<file path="config.mk">
export PLATFORM = sky130hd
export DESIGN_NAME = cookie_timer_bank
export DESIGN_NICKNAME = d
export VERILOG_FILES = /design/src/hdl/ctb_pkg.sv /design/src/hdl/ctb_datapath.sv /design/src/hdl/ctb_ctrl.sv /design/src/hdl/cookie_timer_bank.sv
export SDC_FILE = /design/constraint.sdc
export NUM_CORES = 1
export LEC_CHECK = 0
export BUFFER_PORTS_ARGS = -buffer_cell sky130_fd_sc_hd__buf_4
export CAP_MARGIN = 10
export CORE_UTILIZATION = 50
export DETAILED_ROUTE_END_ITERATION = 10
export HOLD_SLACK_MARGIN = 0.03
export PLACE_DENSITY = 0.67
export SYNTH_ARGS = -nofsm -noshare
export SYNTH_HDL_FRONTEND = slang
export SYNTH_SLANG_ARGS = --single-unit
export TNS_END_PERCENT = 5
</file>
<file path="constraint.sdc">
create_clock -name i_clk -period 7.67 [get_ports i_clk]
set_input_delay 1.1505 -clock i_clk [delete_from_list [all_inputs] [get_ports i_clk]]
set_output_delay 1.1505 -clock i_clk [all_outputs]
set_load 0.02 [all_outputs]
</file>
<file path="src/hdl/ctb_pkg.sv">
// ctb_pkg: types and constants shared by the timer bank modules.
// No dependencies; imported by ctb_ctrl, ctb_datapath and cookie_timer_bank.
`default_nettype none

package ctb_pkg;

    localparam logic [15:0] COOKIE_INVALID = 16'hFFFF;
    localparam int          MAX_TIMEOUTS   = 8;

    typedef enum logic [1:0] {
        OP_START = 2'd0,
        OP_STOP  = 2'd1,
        OP_TICK  = 2'd2,
        OP_QUERY = 2'd3
    } t_op;

    typedef enum logic {
        KIND_STATUS  = 1'b0,
        KIND_TIMEOUT = 1'b1
    } t_kind;

    typedef struct packed {
        t_op         op;
        logic [2:0]  timer_index;
        logic [15:0] timeout_ticks;
    } t_in_item;

    typedef struct packed {
        t_kind       kind;
        logic [2:0]  which_timer;
        logic [15:0] cookie;
        logic [15:0] remaining;
        logic        done_res;
        logic        last;
    } t_out_item;

    // controller -> datapath
    typedef struct packed {
        logic load;        // capture the accepted item, clear scan state
        logic single_fire; // finish start/stop/query: write and push result
        logic tick_step;   // finish one timer of the tick scan
        logic flush;       // push the held timeout as the final result
    } t_dp_cmd;

    // datapath -> controller
    typedef struct packed {
        logic out_free;    // output register can take an item this cycle
        logic new_to;      // timer under scan times out now
        logic pend_valid;  // a timeout is held back for the last flag
        logic scan_last;   // timer under scan is the highest index
    } t_dp_sts;

endpackage

`default_nettype wire

</file>
<file path="src/hdl/ctb_datapath.sv">
// ctb_datapath: count/cookie memories, cookie generator, held timeout and
// output register. Depends on ctb_pkg; driven by ctb_ctrl.
`default_nettype none

module ctb_datapath import ctb_pkg::*; #(
    parameter int TIMER_COUNT = 8
) (
    input  wire logic      i_clk,
    input  wire logic      i_rst_n,
    input  wire t_in_item  i_in_item,
    input  wire t_dp_cmd   i_cmd,
    output t_dp_sts        o_sts,
    input  wire logic      i_out_stall,
    output logic           o_out_valid,
    output t_out_item      o_out_item
);

    localparam int AW = (TIMER_COUNT > 1) ? $clog2(TIMER_COUNT) : 1;
    localparam logic [6:0] TC7 = 7'(TIMER_COUNT);

    logic [15:0]      counts_mem  [TIMER_COUNT];
    logic [15:0]      cookies_mem [TIMER_COUNT];
    logic [TIMER_COUNT-1:0] r_valid;

    t_in_item         r_item;
    logic [AW-1:0]    r_scan;
    logic [3:0]       r_n;
    logic [15:0]      r_next_cookie;
    logic [15:0]      r_rd_count;
    logic [15:0]      r_rd_cookie;
    logic             r_rd_valid;
    t_out_item        r_pend;
    logic             r_pend_valid;
    t_out_item        r_out;
    logic             r_out_valid;

    logic [6:0]       idx_ext;
    logic [6:0]       scan_ext;
    logic [AW-1:0]    addr;
    logic             in_range;
    logic [15:0]      rd_count;
    logic [15:0]      rd_cookie;
    logic [15:0]      cookie_new;
    logic             out_free;
    logic             new_to;
    logic             push;
    t_out_item        single_res;
    t_out_item        to_res;
    t_out_item        push_item;
    logic             we;
    logic             we_cookie;
    logic [15:0]      wr_count;
    logic [15:0]      wr_cookie;

    assign idx_ext  = {4'b0, r_item.timer_index};
    assign scan_ext = 7'(r_scan);
    assign addr     = (r_item.op == OP_TICK) ? r_scan : AW'(idx_ext);
    assign in_range = idx_ext < TC7;
    assign rd_count  = r_rd_valid ? r_rd_count  : 16'd0;
    assign rd_cookie = r_rd_valid ? r_rd_cookie : 16'd0;
    assign cookie_new = (r_next_cookie + 16'd1 == COOKIE_INVALID) ? 16'd0
                                                                  : r_next_cookie + 16'd1;
    assign out_free = !r_out_valid || !i_out_stall;
    assign new_to   = (rd_count == 16'd1) && !r_n[3];

    assign o_sts.out_free   = out_free;
    assign o_sts.new_to     = new_to;
    assign o_sts.pend_valid = r_pend_valid;
    assign o_sts.scan_last  = (scan_ext == TC7 - 7'd1);

    always_comb begin
        single_res.kind        = KIND_STATUS;
        single_res.which_timer = r_item.timer_index;
        single_res.cookie      = COOKIE_INVALID;
        single_res.remaining   = 16'd0;
        single_res.last        = 1'b1;
        if (in_range) begin
            case (r_item.op)
                OP_START: begin
                    single_res.kind      = (r_item.timeout_ticks == 16'd0) ? KIND_TIMEOUT
                                                                           : KIND_STATUS;
                    single_res.cookie    = cookie_new;
                    single_res.remaining = r_item.timeout_ticks;
                end
                OP_QUERY: begin
                    single_res.cookie    = rd_cookie;
                    single_res.remaining = rd_count;
                end
                default: begin
                end
            endcase
        end
        single_res.done_res = (single_res.remaining == 16'd0);

        to_res.kind        = KIND_TIMEOUT;
        to_res.which_timer = scan_ext[2:0];
        to_res.cookie      = rd_cookie;
        to_res.remaining   = 16'd0;
        to_res.done_res    = 1'b1;
        to_res.last        = 1'b0;
    end

    // result into the output register
    always_comb begin
        push      = 1'b0;
        push_item = single_res;
        if (i_cmd.single_fire) begin
            push = 1'b1;
        end else if (i_cmd.tick_step && new_to && r_pend_valid) begin
            push      = 1'b1;
            push_item = r_pend;
        end else if (i_cmd.flush) begin
            push      = 1'b1;
            push_item = r_pend;
            push_item.last = 1'b1;
        end
    end

    // memory write side
    always_comb begin
        we        = 1'b0;
        we_cookie = 1'b0;
        wr_count  = rd_count - 16'd1;
        wr_cookie = COOKIE_INVALID;
        if (i_cmd.single_fire && in_range) begin
            case (r_item.op)
                OP_START: begin
                    we        = 1'b1;
                    we_cookie = 1'b1;
                    wr_count  = r_item.timeout_ticks;
                    wr_cookie = cookie_new;
                end
                OP_STOP: begin
                    we        = 1'b1;
                    we_cookie = 1'b1;
                    wr_count  = 16'd0;
                end
                default: begin
                end
            endcase
        end else if (i_cmd.tick_step && rd_count != 16'd0) begin
            we = 1'b1;
        end
    end

    always_ff @(posedge i_clk) begin
        if (we) begin
            counts_mem[addr] <= wr_count;
        end
        if (we_cookie) begin
            cookies_mem[addr] <= wr_cookie;
        end
        r_rd_count  <= counts_mem[addr];
        r_rd_cookie <= cookies_mem[addr];
    end

    always_ff @(posedge i_clk) begin
        if (!i_rst_n) begin
            r_valid       <= '0;
            r_rd_valid    <= 1'b0;
            r_next_cookie <= 16'd0;
            r_pend_valid  <= 1'b0;
            r_out_valid   <= 1'b0;
            r_scan        <= '0;
            r_n           <= 4'd0;
        end else begin
            r_rd_valid <= r_valid[addr];
            if (we) begin
                r_valid[addr] <= 1'b1;
            end
            if (i_cmd.single_fire && in_range && r_item.op == OP_START) begin
                r_next_cookie <= cookie_new;
            end
            if (i_cmd.load) begin
                r_scan       <= '0;
                r_n          <= 4'd0;
                r_pend_valid <= 1'b0;
            end else if (i_cmd.tick_step) begin
                r_scan <= r_scan + AW'(1);
                if (new_to) begin
                    r_n          <= r_n + 4'd1;
                    r_pend_valid <= 1'b1;
                end
            end else if (i_cmd.flush) begin
                r_pend_valid <= 1'b0;
            end
            if (push) begin
                r_out_valid <= 1'b1;
            end else if (!i_out_stall) begin
                r_out_valid <= 1'b0;
            end
        end
    end

    always_ff @(posedge i_clk) begin
        if (i_cmd.load) begin
            r_item <= i_in_item;
        end
        if (i_cmd.tick_step && new_to) begin
            r_pend <= to_res;
        end
        if (push) begin
            r_out <= push_item;
        end
    end

    assign o_out_valid = r_out_valid;
    assign o_out_item  = r_out;

endmodule

`default_nettype wire

</file>
<file path="src/hdl/ctb_ctrl.sv">
// ctb_ctrl: sequencer for single operations and the tick scan.
// Depends on ctb_pkg; commands ctb_datapath through t_dp_cmd / t_dp_sts.
`default_nettype none

module ctb_ctrl import ctb_pkg::*; (
    input  wire logic    i_clk,
    input  wire logic    i_rst_n,
    input  wire logic    i_in_valid,
    input  wire t_op     i_op,
    input  wire t_dp_sts i_sts,
    output t_dp_cmd      o_cmd,
    output logic         o_in_stall
);

    typedef enum logic [4:0] {
        S_IDLE = 5'b00001,
        S_RD   = 5'b00010,
        S_EXEC = 5'b00100,
        S_TRD  = 5'b01000,
        S_TCHK = 5'b10000
    } t_state;

    t_state r_state;
    t_state n_state;
    logic   tick_adv;

    // a second timeout may only replace the held one if the held one can leave
    assign tick_adv = !(i_sts.new_to && i_sts.pend_valid && !i_sts.out_free);

    always_comb begin
        n_state           = r_state;
        o_cmd.load        = 1'b0;
        o_cmd.single_fire = 1'b0;
        o_cmd.tick_step   = 1'b0;
        o_cmd.flush       = 1'b0;
        case (r_state)
            S_IDLE: begin
                if (i_in_valid) begin
                    o_cmd.load = 1'b1;
                    n_state    = (i_op == OP_TICK) ? S_TRD : S_RD;
                end
            end
            S_RD: begin
                n_state = S_EXEC;
            end
            S_EXEC: begin
                if (i_sts.out_free) begin
                    o_cmd.single_fire = 1'b1;
                    n_state           = S_IDLE;
                end
            end
            S_TRD: begin
                if (i_sts.scan_last || !i_sts.pend_valid) begin
                    n_state = S_TCHK;
                end else begin
                    n_state = S_TCHK;
                end
            end
            S_TCHK: begin
                if (tick_adv) begin
                    o_cmd.tick_step = 1'b1;
                    if (!i_sts.scan_last) begin
                        n_state = S_TRD;
                    end else if (i_sts.new_to || i_sts.pend_valid) begin
                        // held timeout goes out as the final result
                        n_state = S_IDLE;
                    end else begin
                        n_state = S_IDLE;
                    end
                end
            end
            default: begin
                n_state = S_IDLE;
            end
        endcase
        // final flush happens in idle before the next item is taken
        if (r_state == S_IDLE && i_sts.pend_valid) begin
            o_cmd.load = 1'b0;
            n_state    = S_IDLE;
            if (i_sts.out_free) begin
                o_cmd.flush = 1'b1;
            end
        end
    end

    assign o_in_stall = (r_state != S_IDLE) || i_sts.pend_valid;

    always_ff @(posedge i_clk) begin
        if (!i_rst_n) begin
            r_state <= S_IDLE;
        end else begin
            r_state <= n_state;
        end
    end

endmodule

`default_nettype wire

</file>
<file path="src/hdl/cookie_timer_bank.sv">
// cookie_timer_bank: top level of the countdown timer bank.
// Depends on ctb_pkg, ctb_ctrl and ctb_datapath.
//
//   channel   direction  handshake                       payload
//   in        input      i_in_valid  / o_in_stall        i_in_item  (t_in_item)
//   out       output     o_out_valid / i_out_stall       o_out_item (t_out_item)
//
// Start, stop and query go through accept, memory read and execute/write in turn.
// A tick reads then updates each timer in turn through the single port of the
// count/cookie memories, then releases the final timeout with its last flag
// when the tick produced any.
// Reset clears per-timer valid bits at once; an entry never written reads as
// zero count and zero cookie. No clearing pass is needed.
// A stalled output holds the scan on the timer that would need to push.
`default_nettype none

module cookie_timer_bank import ctb_pkg::*; #(
    parameter int TIMER_COUNT = 8
) (
    input  wire logic      i_clk,
    input  wire logic      i_rst_n,
    input  wire logic      i_in_valid,
    output logic           o_in_stall,
    input  wire t_in_item  i_in_item,
    output logic           o_out_valid,
    input  wire logic      i_out_stall,
    output t_out_item      o_out_item
);

    t_dp_cmd cmd;
    t_dp_sts sts;

    // sequencer: decides when each timer step or result may go
    ctb_ctrl u_ctrl (
        .i_clk      (i_clk),
        .i_rst_n    (i_rst_n),
        .i_in_valid (i_in_valid),
        .i_op       (i_in_item.op),
        .i_sts      (sts),
        .o_cmd      (cmd),
        .o_in_stall (o_in_stall)
    );

    // storage, cookie generator and output register
    ctb_datapath #(
        .TIMER_COUNT (TIMER_COUNT)
    ) u_datapath (
        .i_clk       (i_clk),
        .i_rst_n     (i_rst_n),
        .i_in_item   (i_in_item),
        .i_cmd       (cmd),
        .o_sts       (sts),
        .i_out_stall (i_out_stall),
        .o_out_valid (o_out_valid),
        .o_out_item  (o_out_item)
    );

endmodule

`default_nettype wire
</file>
==> metrics.md, run 1 <==
| Metric | Value |
|---|---|
| Status | `finished clean` |
| Fin. Hold Viols | `0` |
| CP delay by family, top | `simple AND/OR/NAND/NOR gates` |
| Fin Setup TNS | `0 ns` |
| Core area | `0.0327 mm²` |
| Slowest stage cell on the critical path | `nor2_2` |
| First-pass GRT wire length | `62300 µm` |
| Fmax | `0.262 GHz` |
| Layout cells sized above 1 | `13.9%` |
| Layout fillers | `2574` |
| Total clock sinks | `405` |
| Vias per cell | `6.04` |
| CTS tree | `built` |
| Max Cap Viol | `0` |
| Postcts setup bufs | `0` |
| Syn Nets | `1377` |
| Register area share after synthesis | `68.5%` |
| Dpl ws | `3.95 ns` |
| Final setup violation count | `0` |
| Port bufs | `64` |
| Routed via count | `11248` |
| Deepest clock path buffer count | `3` |
| CP arrival | `3.95 ns` |
| Netlist cell types | `70` |
| Biggest cell delay along the critical path | `0.76 ns` |
| Total GRT Usage | `24.2%` |
| RSZ-0062 raised after global routing | `no` |
| Final worst slack | `3.85 ns` |
| Seq cells post-synth | `405` |
| Final #Nets | `1427` |
| Post-Synthesis Cells | `1340` |
| Initial DRC Count | `1317` |
| R2R Setup Slk | `3.85 ns` |
| Leading cell type in the layout, fill and taps excluded | `edfxtp_1` |
| Die span in x | `185 µm` |
| Starting Density | `51.1%` |
| Synth Flop Type | `edfxtp_1` |
| Post-synth EDFFs | `334` |
| N_diodes | `0` |
| Rows | `66` |
| Hold crit path type | `register to register` |
| Pwr/cell area | `276 mW/mm²` |
| Post-DRT Antenna Nets | `0` |
| Estimated wirelength of the detail-placed design | `25400 µm` |
| Wire per inst | `22.1 µm` |
| Die height | `185 µm` |
| Leak | `6.17 nW` |
| Asr flop ratio synth | `0%` |
| Synth Cell Area | `0.0167 mm²` |
| WHS | `0.464 ns` |
| Clock Skew | `0.0178 ns` |
| Routed wire length | `41200 µm` |
| Max FO, Critical Path | `25` |
| Post-cts sizing count | `0` |
| Num CTS Buffers | `41` |
| Skew-Pair Late Insertion Delay | `0.53 ns` |
| WP buf/inv | `0` |
| Largest net degree at the start of global routing | `58` |
| Final period util | `49.8%` |
| Syn. warnings | `0` |
| Vias in the first global route | `10399` |
| Max Slew Vio Count | `0` |
| Startpoint types | `register` |
| Root Driver | `clkbuf_16` |
| Crit path kind | `register to register` |
| Area Overhead vs Synth | `14.2%` |
| Final Critical Period | `3.82 ns` |
| Data required, critical path | `7.80 ns` |
| Worst VDD drop | `0.000184 V` |
| Slew margin rel. | `19.4%` |
| RePlAce Congestion | `0.872` |
| Crit-path cells | `nand4_2, nor4_2, xnor2_1, nor2_2, and2_1, o21ai_0` |
| Worst Tran Pin Value | `1.20 ns` |
| Syn avg cell area | `12.5 µm²` |
| Top-Level Pins | `65` |
| Drc violations | `0` |
| CP endpoint kind | `register` |
| DIE AREA | `0.0342 mm²` |
| Grt ovf | `0` |
| Reg clk slew, reported paths | `0.07 ns` |
| Count of TritonRoute iterations in the first routing pass | `7` |
| # hold bufs at CTS | `0` |
| Most frequent cells in the layout | `edfxtp_1 (334), nand2_1 (234), buf_4 (94)` |
| Initial antenna violation count | `3` |
| CTS H-tree lvls | `2` |
==> worst reg2reg max path, delay by kind of cell (launching register included) <==
family                    cells  cell delay (ns)
and+or+nand+nor               4             2.19
AOI/OAI and AO/OA             1             0.51
DFF                           1             0.49
xor gates and xnor gates      1             0.22
==> per-layer routing <==
metal	share of wire (%)	global-route usage, %	routed length, µm
met4	2.1	6.45	849
met5	0	0	0
met2	45	36.2	18400
met1	44	36.4	18300
met3	8.8	4.38	3620
==> cells in the mapped netlist, types with 18 or more instances <==
cell type	number	area, µm²
edfxtp_1	334	10000
nand2_1	234	878
and3_1	19	119
a211oi_1	25	188
nor2_1	69	259
a21oi_1	80	400
and2_1	19	119
nand3_1	78	390
clkbuf_1	57	214
nor3_1	18	90.1
a22oi_1	21	158
o21ai_0	43	215
dfxtp_1	71	1420
==> per-stage QoR <==
step | instance area [µm²] | std cells | util, % | total power [mW]
after floorplan | 16700 | 1340 | - | 3.03
after global placement | 17700 | 1787 | 54.2 | 3.27
after detailed placement | 17700 | 1787 | 54.2 | 3.27
after CTS | 19100 | 1861 | 58.4 | 5.28
after global routing | 19100 | 1863 | 58.4 | 5.45
final | 19100 | 1863 | 58.4 | 5.27
==> power by group <==
group          leakage, nW  internal [mW]  switching, mW  total, mW
sequential            3.12           2.49         0.0946       2.58
combinational         2.38          0.222          0.442      0.664
clock                0.669           1.21          0.812       2.02
total                 6.17           3.92           1.35       5.27
==> kinds of logic after synthesis <==
family                     after synthesis  synth area share [%]
and+or+nand+nor                        493                  13.9
adders and majority gates               12                 0.898
DFF                                    405                  68.5
xor gates and xnor gates                23                  1.25
muxes                                   20                  1.40
AOI/OAI and AO/OA                      288                  11.7
buffers and inverters                   99                  2.47
==> area by class of cell <==
type	count	area, µm²	share of cell area (%)
Sequential cell	405	11500	59.9
Multi-Input combinational cell	836	4980	26.0
Clock buffer	55	1130	5.91
Timing Repair Buffer	96	721	3.77
Tap cell	442	553	2.89
Clock inverter	19	239	1.25
Inverter	10	37.5	0.196
==> sequential cells by signal, indices dropped and copies added, names as in the netlist <==
| name | flops |
|---|---|
| u_datapath.r_rd_cookie | 16 |
| u_datapath.r_pend_valid | 1 |
| u_datapath.r_rd_count | 16 |
| u_datapath.r_item | 18 |
| u_datapath.r_valid | 8 |
| u_datapath.r_pend | 19 |
| u_datapath.r_rd_valid | 1 |
| u_datapath.r_n | 4 |
| u_datapath.o_out_item | 38 |
| u_datapath.cookies_mem | 128 |
| u_datapath.counts_mem | 128 |
| u_datapath.o_out_valid | 1 |
| u_ctrl.r_state | 5 |
| u_datapath.r_next_cookie | 16 |
| u_datapath.idx_ext | 3 |
| u_datapath.r_scan | 3 |
==> worst paths after layout <==
check | endpoint | cells after the start | startpoint
worst min-delay path | u_datapath.r_valid[7]$_SDFFE_PN0N_ | 1 | u_datapath.r_valid[7]$_SDFFE_PN0N_
worst min register to register | u_datapath.r_valid[7]$_SDFFE_PN0N_ | 1 | u_datapath.r_valid[7]$_SDFFE_PN0N_
worst max-delay path | u_datapath.cookies_mem[4][8]$_DFFE_PP_ | 6 | u_datapath.r_next_cookie[4]$_SDFFE_PN0P_
worst max register to register | u_datapath.cookies_mem[4][8]$_DFFE_PP_ | 6 | u_datapath.r_next_cookie[4]$_SDFFE_PN0P_
Note: power is estimated with default switching activity, not from simulation.
==> run 2, diff against run 1 <==
Settings changed: PLACE_DENSITY 0.67 to 0.69.
Clock period 7.67 ns to 3.2 ns, I/O delays scaled along.
==> run 2 against run 1 <==
  * Routed wire length grew 1.9%
  * Setup slack lost 3.6 ns
  * Highest routed layer unchanged
  * Critical path depth grew 1
  * Global-route usage grew 0.40 points
  * Clock power grew 120%
  * Flip-flop and latch count is the same
  * Worst hold slack lost 0.34 ns
  * Die area is the same
  * First-iteration DRC count grew 2.8%
==> metrics.md, run 2 (same netlist as run 1, synthesis figures left out) <==
| Metric | Value |
|---|---|
| Status | `finished clean` |
| First-pass GRT wire length | `63500 µm` |
| Pwr/cell area | `637 mW/mm²` |
| Drc violations | `0` |
| Deepest clock path buffer count | `3` |
| Biggest cell delay along the critical path | `0.65 ns` |
| Layout cells sized above 1 | `17.0%` |
| Routed wire length | `41900 µm` |
| CTS tree | `built` |
| Top sig layer | `met4` |
| Rows | `66` |
| Tot Pwr | `12.4 mW` |
| Count of TritonRoute iterations in the first routing pass | `5` |
| Hold crit path type | `input port to register` |
| Root Driver | `clkbuf_16` |
| Estimated wirelength of the detail-placed design | `27000 µm` |
| Seq. cell area | `0.0115 mm²` |
| CP arrival | `3.23 ns` |
| Port bufs | `64` |
| Fin. Hold Viols | `0` |
| Clock Skew | `0.0275 ns` |
| Grt ovf | `0` |
| Multi-input gate area | `0.00501 mm²` |
| CTS H-tree lvls | `2` |
| Top-Level Pins | `65` |
| Vias in the first global route | `10826` |
| Starting Density | `51.1%` |
| N_diodes | `0` |
| Total clock sinks | `405` |
| Final setup violation count | `0` |
| Final period util | `93.5%` |
| Routed via count | `11568` |
| Slew margin rel. | `18.9%` |
| Final #Nets | `1484` |
| Area Overhead vs Synth | `16.7%` |
| Leading cell type in the layout, fill and taps excluded | `edfxtp_1` |
| Reg clk slew, reported paths | `0.06 ns` |
| Max Cap Viol | `0` |
| Core area | `0.0327 mm²` |
| Vias per cell | `6.02` |
| Initial DRC Count | `1354` |
| CP endpoint kind | `register` |
| Fmax | `0.334 GHz` |
| Leak | `6.42 nW` |
| Num CTS Buffers | `41` |
| Worst Tran Pin Value | `1.20 ns` |
| Crit path kind | `register to register` |
| Skew-Pair Late Insertion Delay | `0.55 ns` |
| Final Critical Period | `2.99 ns` |
| Metal3 WL | `3610 µm` |
| Layout Utilization | `59.7%` |
| Die height | `185 µm` |
| Die span in x | `185 µm` |
| Cell repeated most along the worst path | `nor4_4` |
| Total GRT Usage | `24.6%` |
| Postcts setup bufs | `0` |
| Worst VDD drop | `0.000367 V` |
| Startpoint types | `register` |
| Post-DRT Antenna Nets | `0` |
| Max FO, Critical Path | `13` |
| WHS | `0.120 ns` |
| Slowest stage cell on the critical path | `o21ai_0` |
| Largest net degree at the start of global routing | `55` |
| CP delay by family, top | `simple AND/OR/NAND/NOR gates` |
| RSZ-0062 raised after global routing | `no` |
| # hold bufs at CTS | `0` |
| WL met2 | `18900 µm` |
| Wire per inst | `21.8 µm` |
| Most frequent cells in the layout | `edfxtp_1 (334), nand2_1 (234), buf_4 (148)` |
| DIE AREA | `0.0342 mm²` |
| Post-cts sizing count | `0` |
| RePlAce Congestion | `0.910` |
| Max Slew Vio Count | `0` |
| Crit-path cells | `nand4_2, nor4_4, xnor2_2, nor4_4, and2_1, buf_12, o21ai_0` |
| Data required, critical path | `3.44 ns` |
| Initial antenna violation count | `2` |
| WP buf/inv | `1` |
| Wl on met1 | `18500 µm` |
| Layout fillers | `2567` |
[run 2: cell type report]
cell class / count / area share, %
flip-flops and latches: 405 / 58.7
multi-input cells: 836 / 25.7
repair buffers: 153 / 6.08
clock buffers: 56 / 5.65
well taps: 442 / 2.83
clock inverters: 20 / 0.898
inverters: 10 / 0.192
[run 2: stage by stage]
| stage | cells | TNS, ns | area, µm² | setup WS, ns |
|---|---|---|---|---|
| after floorplan | 1340 | -21.44 | 16700 | -0.308 |
| after global placement | 1844 | 0 | 18200 | 0.416 |
| after detailed placement | 1844 | 0 | 18200 | 0.334 |
| after CTS | 1920 | 0 | 19500 | 0.270 |
| after global routing | 1922 | 0 | 19500 | 0.00617 |
| final | 1922 | 0 | 19500 | 0.209 |
[run 2: path summary, 6_finish.rpt]
path	end	slack, ns	from	cells after the start
hold reg to reg	u_datapath.r_rd_count[8]$_DFF_P_	0.45	u_datapath.counts_mem[0][8]$_DFFE_PP_	2
hold / removal	u_datapath.r_item[13]$_DFFE_PP_	0.12	i_in_item[13]	1
setup reg to reg	u_datapath.cookies_mem[1][10]$_DFFE_PP_	0.21	u_datapath.r_next_cookie[2]$_SDFFE_PN0P_	7
setup / recovery	u_datapath.cookies_mem[1][10]$_DFFE_PP_	0.21	u_datapath.r_next_cookie[2]$_SDFFE_PN0P_	7
[run 2: per-layer routing]
metal  global-route usage, %  vias to the layer above
met1                    36.9                     5703
met4                    7.17                        0
li1                        -                     5245
met3                    3.22                       70
met2                    37.5                      550
met5                       0                        -
[run 2: power by group]
part / leakage [nW] / internal [mW] / switching [mW]
clock network: 0.621 / 2.59 / 1.94
logic: 2.67 / 0.617 / 1.07
registers: 3.12 / 5.96 / 0.245
total: 6.42 / 9.17 / 3.26
==> run 3, diff against run 2 <==
Settings changed: MAX_ROUTING_LAYER set to met4.
==> run 3 against run 2 <==
  * Utilization shrank 0.057 points
  * Clock power down 2%
  * Highest routed layer unchanged
  * Setup slack worse by 0.051 ns
  * Cell count is 0.10% lower
  * Clock skew about the same
  * Die area stayed put
  * Design area about the same
  * Critical path depth is the same
  * Via count up 0.59%
  * Global-route usage is 0.76 points higher
  * Flip-flop and latch count unchanged
  * Worst hold slack improved by 0.024 ns
==> metrics.md, run 3 (same netlist as run 1, synthesis figures left out) <==
| Metric | Value |
|---|---|
| Num CTS Buffers | `40` |
| Final #Nets | `1485` |
| CTS H-tree lvls | `2` |
| Fin. Hold Viols | `0` |
| Rows | `66` |
| Tot Pwr | `12.4 mW` |
| Initial DRC Count | `1431` |
| Max FO, Critical Path | `12` |
| Fmax | `0.329 GHz` |
| First-pass GRT wire length | `63700 µm` |
| Initial antenna violation count | `1` |
| DIE AREA | `0.0342 mm²` |
| Skew-Pair Late Insertion Delay | `0.53 ns` |
| Hold crit path type | `input port to register` |
| Data required, critical path | `3.42 ns` |
| Routed via count | `11636` |
| Final Cell Area | `0.0195 mm²` |
| Count of TritonRoute iterations in the first routing pass | `7` |
| Port bufs | `64` |
| RR Endpoint | `u_datapath.cookies_mem[5][6]$_DFFE_PP_` |
| Total GRT Usage | `25.4%` |
| Estimated wirelength of the detail-placed design | `27000 µm` |
| Clock Skew | `0.0277 ns` |
| Most frequent cells in the layout | `edfxtp_1 (334), nand2_1 (234), buf_4 (151)` |
| Worst Reg2Reg Path Length in Cells | `7` |
| Slew margin rel. | `6.74%` |
| Wire per inst | `22.0 µm` |
| Final period util | `95.1%` |
| Layout cells sized above 1 | `17.1%` |
| Max Slew Vio Count | `0` |
| Grt ovf | `0` |
| RSZ-0062 raised after global routing | `no` |
| Hold path start | `i_in_item[18]` |
| Starting Density | `51.1%` |
| Deepest clock path buffer count | `3` |
| Startpoint types | `register` |
| Reg clk slew, reported paths | `0.06 ns` |
| Routed wire length | `42300 µm` |
| Max Cap Viol | `0` |
| Layout Utilization | `59.6%` |
| Die span in x | `185 µm` |
| Area Overhead vs Synth | `16.6%` |
| Worst hold path depth | `1` |
| Reg-to-Reg Start | `u_datapath.r_next_cookie[2]$_SDFFE_PN0P_` |
| Top-Level Pins | `65` |
| Placed insts | `1847` |
| Largest net degree at the start of global routing | `81` |
| Root Driver | `clkbuf_16` |
| Drc violations | `0` |
| Total clock sinks | `405` |
| Worst Tran Pin Value | `1.38 ns` |
| Final worst slack | `0.158 ns` |
| Vias per cell | `6.06` |
| Finished Layout Cells | `1920` |
| Fin Setup TNS | `0 ns` |
| CP arrival | `3.26 ns` |
| Pwr/cell area | `634 mW/mm²` |
| R2R Setup Slk | `0.16 ns` |
| Dpl ws | `0.200 ns` |
| Leak | `6.43 nW` |
| Vias in the first global route | `10840` |
| Worst VDD drop | `0.000395 V` |
| Leading cell type in the layout, fill and taps excluded | `edfxtp_1` |
| Crit path kind | `register to register` |
| Final Critical Period | `3.04 ns` |
| RePlAce Congestion | `0.931` |
| DP Area | `0.0182 mm²` |
| CP endpoint kind | `register` |
| Die height | `185 µm` |
| Post-DRT Antenna Nets | `0` |
| # hold bufs at CTS | `0` |
| Status | `finished clean` |
| WHS | `0.144 ns` |
| CTS tree | `built` |
| Final setup violation count | `0` |
| N_diodes | `0` |
| Worst Hold Path EP | `u_datapath.idx_ext[2]$_DFFE_PP_` |
| Core area | `0.0327 mm²` |
## run 3: changes by cell type in the layout (fill, tap and decap cells not counted), sizes merged
cell / previous run / this run
clkbuf: 58 / 62
bufinv: 2 / 1
clkinvlp: 2 / 0
clkinv: 16 / 10
buf: 151 / 154
## run 3: per-layer routing
metal	global-route usage, %	vias up	part of all wire (%)
met4	6.15	0	1.9
met5	-	-	0
li1	-	5247	-
met3	2.56	70	8.5
met1	37.6	5721	45
met2	37.7	598	45
## run 3: worst max-delay path by stage
stage                                        startpoint                                endpoint  slack, ns
2_1_floorplan          u_datapath.r_rd_valid$_SDFF_PN0_   u_datapath.counts_mem[6][0]$_DFFE_PP_      -0.31
5_1_grt        u_datapath.r_next_cookie[2]$_SDFFE_PN0P_  u_datapath.cookies_mem[5][6]$_DFFE_PP_       0.02
6_report       u_datapath.r_next_cookie[2]$_SDFFE_PN0P_  u_datapath.cookies_mem[5][6]$_DFFE_PP_       0.16
3_3_place_gp   u_datapath.r_next_cookie[2]$_SDFFE_PN0P_  u_datapath.cookies_mem[5][9]$_DFFE_PP_       0.26
3_5_place_dp   u_datapath.r_next_cookie[2]$_SDFFE_PN0P_  u_datapath.cookies_mem[5][9]$_DFFE_PP_       0.20
4_1_cts        u_datapath.r_next_cookie[2]$_SDFFE_PN0P_  u_datapath.cookies_mem[4][9]$_DFFE_PP_       0.18
## run 3: worst max-delay path, cell delays in order (launching register included)
cell and delay, ns:
dfxtp_1 0.49, nand4_2 0.38, o31a_1 0.43, o2111ai_1 0.29, nor4_4 0.09, and2_1 0.21
buf_4 0.18, o21ai_0 0.65
## run 3: what timing repair did
| item | 4_1_cts | 5_1_grt |
|---|---|---|
| endpoints found under the setup margin | 0 | 24 |
| setup buffers | 0 | 0 |
| gates resized for setup | 0 | 3 |
## run 3: report_power, final
| group | internal (mW) | switching (mW) |
|---|---|---|
| clock | 2.56 | 1.88 |
| combinational | 0.625 | 1.08 |
| sequential | 5.96 | 0.250 |
## run 3: layout make-up
class	instances	area, µm²
clock buffers	61	1150
clock inverters	11	93.8
fillers	2537	13200
inverters	10	37.5
multi-input cells	836	5010
flip-flops and latches	405	11500
well taps	442	553
repair buffers	155	1200
